[src/rtl/epf_pkg.sv]
// epf_pkg: types and constants shared by the euler path block
// depends on nothing
`default_nettype none
package epf_pkg;
    localparam int MaxVertices = 8;
    localparam int VtxW = 3;
    localparam int CntW = 4;
    localparam int MaxResults = 29;
    localparam logic [CntW-1:0] NoVertex = 4'd15;
    localparam logic [CntW-1:0] CountReset = 4'd8;

    typedef enum logic [3:0] {
        S_IDLE, S_EDGE, S_EMIT, S_SCAN, S_BRINIT, S_BRSTEP, S_BRDONE, S_TAKE, S_LAST
    } t_state;

    typedef struct packed {
        logic load_item;
        logic do_edge;
        logic scan_init;
        logic scan_adv;
        logic br_init;
        logic br_step;
        logic take;
        logic note_bridge;
    } t_cmd;

    typedef struct packed {
        logic scan_done;
        logic scan_edge;
        logic br_done;
        logic bridge_hit;
        logic have_next;
        logic start_ok;
        logic cap_hit;
    } t_sts;
endpackage
`default_nettype wire

[src/rtl/epf_ctrl.sv]
// epf_ctrl: walk sequencer state machine
// depends on epf_pkg
`default_nettype none
module epf_ctrl (
    input  wire logic          i_clk,
    input  wire logic          i_rst_n,
    input  wire logic          i_go,
    input  wire logic          i_mode,
    input  wire logic          i_out_free,
    input  wire epf_pkg::t_sts i_sts,
    output epf_pkg::t_cmd      o_cmd,
    output logic               o_busy,
    output logic               o_emit,
    output logic               o_emit_last
);
    epf_pkg::t_state r_state, n_state;

    // state register
    always_ff @(posedge i_clk) begin
        if (!i_rst_n) r_state <= epf_pkg::S_IDLE;
        else          r_state <= n_state;
    end

    // next state
    always_comb begin
        n_state = r_state;
        unique case (r_state)
            epf_pkg::S_IDLE: if (i_go) n_state = i_mode ? epf_pkg::S_EMIT : epf_pkg::S_EDGE;
            epf_pkg::S_EDGE: n_state = epf_pkg::S_IDLE;
            epf_pkg::S_EMIT: begin
                if (!i_sts.start_ok) begin
                    if (i_out_free) n_state = epf_pkg::S_IDLE;
                end else begin
                    n_state = epf_pkg::S_SCAN;
                end
            end
            epf_pkg::S_SCAN: begin
                if (i_sts.scan_done)      n_state = epf_pkg::S_TAKE;
                else if (i_sts.scan_edge) n_state = epf_pkg::S_BRINIT;
            end
            epf_pkg::S_BRINIT: n_state = epf_pkg::S_BRSTEP;
            epf_pkg::S_BRSTEP: if (i_sts.br_done) n_state = epf_pkg::S_BRDONE;
            epf_pkg::S_BRDONE: n_state = i_sts.bridge_hit ? epf_pkg::S_SCAN : epf_pkg::S_TAKE;
            epf_pkg::S_TAKE: begin
                if (!i_sts.have_next) n_state = epf_pkg::S_LAST;
                else if (i_out_free)  n_state = i_sts.cap_hit ? epf_pkg::S_LAST
                                                              : epf_pkg::S_SCAN;
            end
            epf_pkg::S_LAST: if (i_out_free) n_state = epf_pkg::S_IDLE;
            default: n_state = epf_pkg::S_IDLE;
        endcase
    end

    // command decode, each vertex goes out once the next step is known
    always_comb begin
        o_cmd = '0;
        o_emit = 1'b0;
        o_emit_last = 1'b0;
        o_busy = (r_state != epf_pkg::S_IDLE);
        unique case (r_state)
            epf_pkg::S_IDLE: o_cmd.load_item = i_go;
            epf_pkg::S_EDGE: o_cmd.do_edge = 1'b1;
            epf_pkg::S_EMIT: begin
                if (!i_sts.start_ok) begin
                    o_emit = i_out_free;
                    o_emit_last = 1'b1;
                end else begin
                    o_cmd.scan_init = 1'b1;
                end
            end
            epf_pkg::S_SCAN: o_cmd.scan_adv = !i_sts.scan_done && !i_sts.scan_edge;
            epf_pkg::S_BRINIT: o_cmd.br_init = 1'b1;
            epf_pkg::S_BRSTEP: o_cmd.br_step = !i_sts.br_done;
            epf_pkg::S_BRDONE: begin
                o_cmd.note_bridge = i_sts.bridge_hit;
                o_cmd.scan_adv = i_sts.bridge_hit;
            end
            epf_pkg::S_TAKE: begin
                if (i_sts.have_next && i_out_free) begin
                    o_emit = 1'b1;
                    o_cmd.take = 1'b1;
                end
            end
            epf_pkg::S_LAST: begin
                o_emit = i_out_free;
                o_emit_last = 1'b1;
            end
            default: ;
        endcase
    end
endmodule
`default_nettype wire

[src/rtl/epf_data.sv]
// epf_data: adjacency matrix, neighbour scan and bridge search datapath
// depends on epf_pkg
`default_nettype none
module epf_data (
    input  wire logic                       i_clk,
    input  wire logic                       i_rst_n,
    input  wire epf_pkg::t_cmd              i_cmd,
    input  wire logic [epf_pkg::VtxW-1:0]   i_vertex_a,
    input  wire logic [epf_pkg::VtxW-1:0]   i_vertex_b,
    input  wire logic                       i_edge_present,
    input  wire logic [epf_pkg::CntW-1:0]   i_count,
    output epf_pkg::t_sts                   o_sts,
    output logic [epf_pkg::VtxW-1:0]        o_cur
);
    localparam int N = epf_pkg::MaxVertices;
    localparam int VW = epf_pkg::VtxW;
    localparam int CW = epf_pkg::CntW;
    localparam int RW = $clog2(epf_pkg::MaxResults + 1);

    logic [N-1:0]    r_adj [N];
    logic [VW-1:0]   r_a, r_b, r_cur;
    logic            r_pres;
    logic [CW-1:0]   r_to, r_fb;
    logic [RW-1:0]   r_res;
    // bridge search state
    logic [N-1:0]    r_vis;
    logic [VW-1:0]   r_disc [N];
    logic [VW-1:0]   r_low  [N];
    logic [VW-1:0]   r_sv   [N];
    logic [CW-1:0]   r_ss   [N];
    logic [CW-1:0]   r_sp_par [N];
    logic [CW-1:0]   r_sp;
    logic [CW-1:0]   r_ord;
    logic            r_found;

    logic [CW-1:0]   w_act;
    logic [VW-1:0]   w_top, w_v, w_u, w_t3;
    logic [CW-1:0]   w_t;
    logic            w_nbr_edge, w_done_edge;
    logic [VW-1:0]   w_next;

    // active vertex count, limited to the matrix size
    assign w_act = (i_count > CW'(N)) ? CW'(N) : i_count;

    assign w_top = VW'(r_sp - 1'b1);
    assign w_v   = r_sv[w_top];
    assign w_t   = r_ss[w_top];
    assign w_t3  = w_t[VW-1:0];
    assign w_u   = r_sv[VW'(r_sp - 4'd2)];

    assign w_nbr_edge  = (r_to < w_act) && r_adj[r_cur][r_to[VW-1:0]];
    assign w_done_edge = (r_to >= w_act);

    assign o_sts.scan_done  = w_done_edge;
    assign o_sts.scan_edge  = w_nbr_edge;
    assign o_sts.br_done    = (r_sp == '0);
    assign o_sts.bridge_hit = r_found;
    assign o_sts.have_next  = !w_done_edge || (r_fb != epf_pkg::NoVertex);
    assign o_sts.start_ok   = ({1'b0, r_a} < w_act);
    assign o_sts.cap_hit    = (r_res == RW'(epf_pkg::MaxResults - 1));
    assign o_cur  = r_cur;
    assign w_next = w_done_edge ? r_fb[VW-1:0] : r_to[VW-1:0];

    // item latch, scan, adjacency updates
    always_ff @(posedge i_clk) begin
        if (!i_rst_n) begin
            for (int i = 0; i < N; i++) r_adj[i] <= '0;
            r_fb <= epf_pkg::NoVertex;
            r_a <= '0;
            r_b <= '0;
            r_pres <= 1'b0;
            r_cur <= '0;
            r_to <= '0;
            r_res <= '0;
        end else begin
            if (i_cmd.load_item) begin
                r_a <= i_vertex_a;
                r_b <= i_vertex_b;
                r_pres <= i_edge_present;
                r_cur <= i_vertex_a;
            end
            if (i_cmd.do_edge && ({1'b0, r_a} < w_act) && ({1'b0, r_b} < w_act)) begin
                r_adj[r_a][r_b] <= r_pres;
                r_adj[r_b][r_a] <= r_pres;
            end
            if (i_cmd.scan_init) begin
                r_to <= '0;
                r_fb <= epf_pkg::NoVertex;
                r_res <= RW'(1);
            end
            if (i_cmd.scan_adv) r_to <= r_to + 1'b1;
            if (i_cmd.note_bridge) r_fb <= r_to;
            if (i_cmd.take) begin
                r_adj[r_cur][w_next] <= 1'b0;
                r_adj[w_next][r_cur] <= 1'b0;
                r_cur <= w_next;
                r_to <= '0;
                r_fb <= epf_pkg::NoVertex;
                r_res <= r_res + 1'b1;
            end
        end
    end

    // iterative tarjan search, one stack action per cycle
    always_ff @(posedge i_clk) begin
        if (!i_rst_n) begin
            r_sp <= '0;
        end else if (i_cmd.br_init) begin
            r_vis <= N'(1) << r_cur;
            r_disc[r_cur] <= '0;
            r_low[r_cur] <= '0;
            r_ord <= 4'd1;
            r_sv[0] <= r_cur;
            r_ss[0] <= '0;
            r_sp_par[0] <= epf_pkg::NoVertex;
            r_sp <= 4'd1;
            r_found <= 1'b0;
        end else if (i_cmd.br_step) begin
            if (w_t >= w_act) begin
                r_sp <= r_sp - 1'b1;
                if (r_sp > 4'd1) begin
                    if (r_low[w_v] < r_low[w_u]) r_low[w_u] <= r_low[w_v];
                    if ((r_disc[w_u] < r_low[w_v]) &&
                        ((w_u == r_cur && {1'b0, w_v} == r_to) ||
                         ({1'b0, w_u} == r_to && w_v == r_cur)))
                        r_found <= 1'b1;
                end
            end else begin
                r_ss[w_top] <= w_t + 1'b1;
                if (r_adj[w_v][w_t3] && (w_t != r_sp_par[w_top])) begin
                    if (!r_vis[w_t3]) begin
                        if (r_sp < CW'(N)) begin
                            r_disc[w_t3] <= r_ord[VW-1:0];
                            r_low[w_t3] <= r_ord[VW-1:0];
                            r_ord <= r_ord + 1'b1;
                            r_vis[w_t3] <= 1'b1;
                            r_sv[r_sp[VW-1:0]] <= w_t3;
                            r_ss[r_sp[VW-1:0]] <= '0;
                            r_sp_par[r_sp[VW-1:0]] <= {1'b0, w_v};
                            r_sp <= r_sp + 1'b1;
                        end
                    end else if (r_disc[w_t3] < r_low[w_v]) begin
                        r_low[w_v] <= r_disc[w_t3];
                    end
                end
            end
        end
    end

    // the search stack never exceeds the matrix size
    a_sp_bound: assert property (@(posedge i_clk) disable iff (!i_rst_n)
        r_sp <= CW'(N)) else $error("search stack overflow");
    // a walked edge is gone in the next cycle
    a_take_clears: assert property (@(posedge i_clk) disable iff (!i_rst_n)
        i_cmd.take |=> !r_adj[$past(r_cur)][$past(w_next)])
        else $error("walked edge not cleared");
    // the matrix stays symmetric at the latched item's vertex pair
    a_sym: assert property (@(posedge i_clk) disable iff (!i_rst_n)
        r_adj[r_a][r_b] == r_adj[r_b][r_a]) else $error("matrix asymmetric");
endmodule
`default_nettype wire

[src/rtl/euler_path_fleury_top.sv]
// Fleury euler walk block over an 8-vertex adjacency matrix. A mode 0 word sets or
// clears one edge. A mode 1 word walks from its start vertex and emits the start and
// each vertex reached, the final one marked; a vertex goes out once the step after it
// is known. For every edge tried at a vertex a Tarjan bridge search runs one stack
// step per cycle. One item is worked at a time; the result register frees the walk
// from the consumer except when a word is still unclaimed.
// depends on epf_pkg, epf_ctrl, epf_data
`default_nettype none
module euler_path_fleury_top (
    input  wire logic                     i_clk,
    input  wire logic                     i_rst_n,
    input  wire logic                     i_valid,
    output logic                          o_ready,
    input  wire logic                     i_mode,
    input  wire logic [epf_pkg::VtxW-1:0] i_vertex_a,
    input  wire logic [epf_pkg::VtxW-1:0] i_vertex_b,
    input  wire logic                     i_edge_present,
    output logic                          o_valid,
    input  wire logic                     i_ready,
    output logic [epf_pkg::VtxW-1:0]      o_path_vertex,
    output logic                          o_last_vertex,
    input  wire logic                     i_cfg_valid,
    output logic                          o_cfg_ready,
    input  wire logic [epf_pkg::CntW-1:0] i_cfg_vertex_count
);
    epf_pkg::t_cmd w_cmd;
    epf_pkg::t_sts w_sts;
    logic w_busy, w_emit, w_emit_last, w_out_free;
    logic [epf_pkg::VtxW-1:0] w_cur;
    logic [epf_pkg::CntW-1:0] r_count;
    logic r_valid;

    assign o_ready = !w_busy;
    assign o_cfg_ready = 1'b1;
    assign w_out_free = !r_valid || i_ready;
    assign o_valid = r_valid;

    // configuration register
    always_ff @(posedge i_clk) begin
        if (!i_rst_n)         r_count <= epf_pkg::CountReset;
        else if (i_cfg_valid) r_count <= i_cfg_vertex_count;
    end

    // result word register
    always_ff @(posedge i_clk) begin
        if (!i_rst_n) begin
            r_valid <= 1'b0;
        end else if (w_out_free) begin
            r_valid <= w_emit;
            if (w_emit) begin
                o_path_vertex <= w_cur;
                o_last_vertex <= w_emit_last;
            end
        end
    end

    epf_ctrl u_ctrl (
        .i_clk, .i_rst_n,
        .i_go(i_valid && !w_busy), .i_mode, .i_out_free(w_out_free),
        .i_sts(w_sts), .o_cmd(w_cmd), .o_busy(w_busy),
        .o_emit(w_emit), .o_emit_last(w_emit_last)
    );

    epf_data u_data (
        .i_clk, .i_rst_n, .i_cmd(w_cmd),
        .i_vertex_a, .i_vertex_b, .i_edge_present, .i_count(r_count),
        .o_sts(w_sts), .o_cur(w_cur)
    );
endmodule
`default_nettype wire

[config.mk]
export PLATFORM = sky130hd
export DESIGN_NAME = euler_path_fleury_top
export DESIGN_NICKNAME = d
export VERILOG_FILES = /design/src/rtl/epf_pkg.sv /design/src/rtl/epf_ctrl.sv /design/src/rtl/epf_data.sv /design/src/rtl/euler_path_fleury_top.sv
export SDC_FILE = /design/constraint.sdc
export NUM_CORES = 1
export LEC_CHECK = 0
export ABC_AREA = 1
export BUFFER_PORTS_ARGS = -buffer_cell sky130_fd_sc_hd__clkbuf_2
export CAP_MARGIN = 20
export CORE_ASPECT_RATIO = 0.8
export CORE_MARGIN = 1
export CORE_UTILIZATION = 55
export CTS_BUF_LIST = sky130_fd_sc_hd__clkbuf_16
export DETAILED_ROUTE_END_ITERATION = 7
export PLACE_DENSITY = 0.78
export SYNTH_ARGS = -nofsm -noshare
export SYNTH_HDL_FRONTEND = slang
export SYNTH_SLANG_ARGS = --single-unit
[constraint.sdc]
create_clock -name i_clk -period 12 [get_ports i_clk]
set_input_delay 0 -clock i_clk [delete_from_list [all_inputs] [get_ports i_clk]]
set_output_delay 0 -clock i_clk [all_outputs]
set_load 0.005 [all_outputs]
==> results of run 1 <==
[final timing paths]
| check | startpoint | end | cells past startpoint |
|---|---|---|---|
| hold reg to reg | u_data.r_fb[0]$_SDFFE_PP1P_ | u_data.r_fb[0]$_SDFFE_PP1P_ | 2 |
| setup / recovery | u_data.r_sp[1]$_SDFFE_PP0P_ | u_data.r_low[4][1]$_DFFE_PP_ | 23 |
| hold / removal | i_rst_n | u_ctrl.r_state[2]$_SDFFE_PN0P_ | 4 |
| setup reg to reg | u_data.r_sp[1]$_SDFFE_PP0P_ | u_data.r_low[4][1]$_DFFE_PP_ | 23 |
[cell type report]
class / instances / area share
Multi-Input combinational cell: 1438 / 0.427
Clock inverter: 24 / 0.0108
Timing Repair Buffer: 62 / 0.0289
Tap cell: 357 / 0.0270
Clock buffer: 28 / 0.0424
Sequential cell: 255 / 0.421
Inverter: 189 / 0.0430
[cell usage after synthesis (14+ instances only)]
master / count / area share
o21ai_0: 94 / 0.031
nand3_1: 201 / 0.066
clkbuf_1: 42 / 0.010
o211ai_1: 24 / 0.012
buf_2: 27 / 0.0089
a32o_1: 16 / 0.011
a21oi_1: 123 / 0.041
ha_1: 30 / 0.025
nor2_1: 179 / 0.044
dfxtp_1: 71 / 0.094
nand2_1: 601 / 0.15
nor3_1: 24 / 0.0079
edfxtp_1: 184 / 0.36
xor2_1: 15 / 0.0087
inv_1: 176 / 0.044
a22oi_1: 14 / 0.0069
[layer usage]
layer  routed length (um)  vias to the layer above  share of wire
met5                    0                        -              0
met4                 1240                        0          0.028
met3                 5650                      112           0.13
met2                19000                      901           0.42
met1                19000                     6584           0.42
li1                     -                     6662              -
[power breakdown]
group / leakage (uW) / internal [uW] / switching (uW) / total (uW)
Sequential: 0.00249 / 999 / 48.9 / 1050
Clock: 0.000464 / 469 / 374 / 843
Combinational: 0.00399 / 582 / 1440 / 2020
[per-stage QoR]
stage / hold WS, ps / std cells / total power, uW
floorplan: 115 / 1971 / 2580
CTS: 160 / 2351 / 3850
global route: 235 / 2353 / 4150
global placement: 225 / 2270 / 2950
finish: 154 / 2353 / 3910
detailed placement: 221 / 2271 / 3000
[cell families after synthesis]
group,count (synthesis),share of synthesized area
AND/OR/NAND/NOR,1047,0.291
AO/OA/AOI/OAI,335,0.133
buffers and inverters,278,0.0767
flip-flops,255,0.458
adder cells (fa/ha/maj),30,0.0248
XOR/XNOR,25,0.0162
other,1,0.000247
[registers in the layout, indices dropped and copies added (netlist names), 5 cells and up, named ones only]
name / cells
u_data.r_sv: 24
u_data.r_disc: 24
u_data.r_sp_par: 32
u_data.r_low: 24
u_data.r_adj: 64
u_data.r_vis: 8
u_data.r_res: 5
u_data.r_ss: 32
[placed cells by master, fill, tap and decap left out, types with 8 or more instances in the layout]
master           n
clkbuf_16       28
nor2_1         179
xor2_1          15
dlygate4sd3_1   28
a31oi_1          8
nand3_1        201
inv_2            9
o21ai_1          9
o21ai_0         94
a21oi_1        123
o211ai_1        24
a32o_1          16
clkbuf_2        22
nand4_1         12
nand2_1        600
dfxtp_1         70
buf_4           10
a221o_1          9
edfxtp_1       184
clkinv_1         9
nor3_1          24
xnor2_1          8
inv_1          183
ha_1            30
a22oi_1         14
o22ai_1         11
[critical path, cell delays in order, from the launching register on]
cell and delay (ps):
dfxtp_1 580, inv_1 400, ha_1 420, xnor2_2 650, nand3_4 460, nand2_4 590
inv_2 190, nand2_1 100, a32o_1 150, inv_1 30, o21ai_0 430, inv_1 90
ha_1 320, a21oi_1 190, nand3_1 100, nor3_1 370, nand2_2 190, nand2_1 90
o21ai_1 70, nand2_1 80, nand3_1 100, nand2_1 80, nand2_1 100, nor2_1 330
[what timing repair did]
item                                   in CTS  in global routing
resized for setup                           0                  0
hold buffers                               28                  0
endpoints found under the hold margin      21                  0
==> results.txt, run 1 <==
Largest net degree at the start of global routing: 79
Number of global-route vias before repair: 12900
H-tree Lvls: 1
Finished Cell Area: 0.0165 mm2
Clock Latency Late Sink: 580 ps
Starting Density: 0.569
Slew Viols, Final: 0
Place WS: 5730 ps
Async set-reset flop share out of synthesis: 0
Post-synth EDFFs: 184
Avg Cell Area, Syn: 7.69 um2
Register Area: 0.00695 mm2
Final HPWL DP: 31000 um
GPL Wtd Cong: 0.993
Post-synth top flop: edfxtp_1
Post-CTS Setup Inserts: 0
CTS tree: built
RSZ-0062 raised after global routing: false
Final setup fails: 0
# DRC: 0
Status: finished, final reports clean
Die Wd: 188 um
Post-synthesis cell type count: 55
Met1 usage: 0.466
Critical path class: reg -> reg
Filler cell count: 2292
Max_slew headroom: 0.277
Max Freq: 154 MHz
Register area share after synthesis: 0.458
DR WL/cell: 19.1 um
Max FO, Critical Path: 51
Proportion of layout cells with a drive suffix above 1: 0.0566
Rows: 53
Total grt overflow: 0
Initial antenna violation count: 0
Final worst setup slack: 5490 ps
Worst setup SP type: register
Max Cap Viol: 0
Busiest layer in global routing: met2
VDD IR max: 0.144 mV
Clock-pin slew on the worst setup and hold paths: 60 ps
Final setup TNS: 0 ps
Core area: 0.0267 mm2
Clock root buffer: clkbuf_16
Power Density: 237 mW/mm2
First-pass GRT wire length: 70900 um
Hold Violations, Final: 0
Drt initial violations: 2126
Worst reg-to-reg setup slack: 5490 ps
IO Port Bufs: 22
Critical Path AT: 6740 ps
Routed vias: 14300
Area of placed instances: 0.0153 mm2
Drt pass-1 iters: 6
Yosys Warn Count: 0
DIE AREA: 0.0282 mm2
Fin nets: 2021
Clock skew: 36.5 ps
Synthesized area: 0.0152 mm2
CP endpoint kind: register
# clock sinks: 255
Core Util, Final: 0.620
Worst EP required: 12220 ps
Remaining antenna violation count after routing: 0
Number of diodes: 0
Multi-input gate area: 0.00705 mm2
Period utilization: 0.543
Pleak: 0.00694 uW
Top-Level Pins: 24
P&R area growth vs syn: 8.93%
Die H: 151 um
Post-Route WL: 44900 um
Period minus WS final: 6510 ps
Buffers from clock root to sink, at most: 3
Gr usage total: 0.320
HP Class: in -> reg
Post-Synthesis Cells: 1971
Routed vias/inst: 6.06
Met2 usage: 0.482
Post-Syn Nets: 2018
GR met3 Demand/Resource: 0.0639
Worst Max-Slew Pin Slew: 1070 ps
Synth Register Bits: 255
TritonCTS Buffers: 28
Power figures use the tool's default switching activity.
==> run 2, diff against run 1 <==
Settings changed: ABC_AREA 1 to 0, PLACE_DENSITY 0.78 to 0.81.
Clock period 12 ns to 5.35 ns, I/O delays scaled along.
==> results.txt, run 2 <==
Worst Reg2Reg Path Length in Cells: 13
Max Cap Viol: 0
Post-synth EDFFs: 184
Post-Synthesis Cells: 1397
Status: finished, final reports clean
Starting Density: 0.560
Power Density: 289 mW/mm2
Synth Register Bits: 255
Drt pass-1 iters: 6
# clock sinks: 255
Period minus WS final: 5080 ps
CP endpoint kind: register
Die Wd: 185 um
Routed vias: 12100
Gr usage total: 0.314
CTS tree: built
Top-Level Pins: 24
Pleak: 0.00617 uW
Core Util, Final: 0.624
Hold slack: 246 ps
Synth top area share: 0.375
RSZ-0062 raised after global routing: false
DIE AREA: 0.0275 mm2
Clock root buffer: clkbuf_16
Max_slew headroom: 0.337
Drt initial violations: 1833
Count leader, synth: edfxtp_1
DR WL/cell: 23.5 um
Final HPWL DP: 30400 um
Worst Max-Slew Pin Slew: 992 ps
Largest register FFs: 64
Synthesized area: 0.0147 mm2
Async set-reset flop share out of synthesis: 0
Most frequent cells in the layout: 184 x edfxtp_1, 172 x nand2_1, 156 x nor2_1
Largest net degree at the start of global routing: 71
Fin cells: 1806
Fin nets: 1474
Final setup TNS: 0 ps
P&R area growth vs syn: 11.3%
Proportion of layout cells with a drive suffix above 1: 0.151
Hold Path Depth: 4
HP Class: in -> reg
Max FO, Critical Path: 23
Core area: 0.0263 mm2
Placed Instances: 1728
Yosys Warn Count: 0
Post-Route WL: 42500 um
Area of placed instances: 0.0153 mm2
TritonCTS Buffers: 27
Total grt overflow: 0
Worst setup SP type: register
First-pass GRT wire length: 65600 um
H-tree Lvls: 1
Final setup fails: 0
Finished Cell Area: 0.0164 mm2
Post-Syn Nets: 1444
Max Freq: 197 MHz
Rows: 53
Critical path class: reg -> reg
VDD IR max: 0.315 mV
Post-synth top flop: edfxtp_1
Avg Cell Area, Syn: 10.6 um2
Register area share after synthesis: 0.471
Clock Latency Late Sink: 550 ps
Clock skew: 19.6 ps
Synth top cells by count: 184 x edfxtp_1, 173 x nand2_1, 156 x nor2_1, 130 x mux2i_1, 72 x a21oi_1
IO Port Bufs: 22
Buffers from clock root to sink, at most: 3
Clock-pin slew on the worst setup and hold paths: 60 ps
Initial antenna violation count: 2
Largest Register: u_data.r_adj
Area leader, netlist: edfxtp_1
Hold Violations, Final: 0
Routed vias/inst: 6.67
Die H: 148 um
Critical Path AT: 5260 ps
Worst EP required: 5530 ps
Largest regs: u_data.r_adj (64), u_data.r_sp_par (32), u_data.r_ss (32)
Period utilization: 0.949
Number of global-route vias before repair: 11400
Remaining antenna violation count after routing: 0
Slew Viols, Final: 0
Commonest non-fill, non-tap cell in the layout: edfxtp_1
# DRC: 0
Synth top area cells: edfxtp_1 37%, dfxtp_1 9.6%, mux2i_1 8.8%
GPL Wtd Cong: 1.03
Post-synthesis cell type count: 81
==> run 2: logic make-up (layout without fill, tap and decap cells) <==
group,count (synthesis),count (layout),share of synthesized area
simple gates,487,487,0.146
compound gates,281,281,0.130
flops,255,255,0.471
mux,192,192,0.174
buf+inv,129,180,0.0386
fa+ha+maj,30,30,0.0254
xor+xnor,22,22,0.0141
other cells,1,2,0.000254
==> run 2: per-stage QoR <==
step | setup WS, ps | power, uW
after global placement | 183 | 2900
after CTS | 15.0 | 4720
final | 274 | 4750
after global routing | 10.1 | 4880
after detailed placement | 79.7 | 2920
after floorplan | 98.9 | 2740
==> run 2: per-layer routing <==
layer | up-vias | global-route usage | wire [um]
met5 | - | 0 | 0
met4 | 0 | 0.0975 | 1350
met3 | 114 | 0.0818 | 5380
met1 | 5829 | 0.453 | 17100
li1 | 5303 | - | -
met2 | 807 | 0.465 | 18600
==> run 2: path summary, 6_finish.rpt <==
kind	from	to	slack (ps)
min	i_vertex_b[1]	u_data.r_b[1]$_SDFFE_PN0P_	250
min reg2reg	u_data.r_ss[1][2]$_SDFFE_PP0P_	u_data.r_ss[1][2]$_SDFFE_PP0P_	470
max	u_data.r_sp[1]$_SDFFE_PP0P_	u_data.r_low[2][2]$_DFFE_PP_	270
max reg2reg	u_data.r_sp[1]$_SDFFE_PP0P_	u_data.r_low[2][2]$_DFFE_PP_	270
==> run 2: final cells by class <==
cell class / count / area, um2
clock buffer: 27 / 676
antenna: 1 / 2.50
timing repair buffer: 96 / 729
tap: 357 / 447
inverter: 34 / 129
fill: 2040 / 9910
multi-input combinational: 1013 / 7300
sequential: 255 / 6950
clock inverter: 23 / 184
==> run 2: critical path, stage by stage (launching register included) <==
cell and delay (ps):
dfxtp_1 340, inv_1 60, ha_1 520, buf_12 230, mux4_2 350, mux2i_4 210, buf_4 280, mux2_2 360
a221o_1 310, a221oi_2 520, nand2b_2 340, a21oi_2 370, o22ai_1 250, nor4_2 520
==> run 2: timing repair <==
item,CTS,global route
setup endpoints to repair,3,109
pin swaps,0,1
hold buffers,20,0
resized for setup,1,10
hold endpoints to repair,25,0
setup buffers,0,5
==> run 2: power breakdown <==
part           switching, uW  internal [uW]
combinational            422            267
sequential              86.2           2160
clock                    826            988
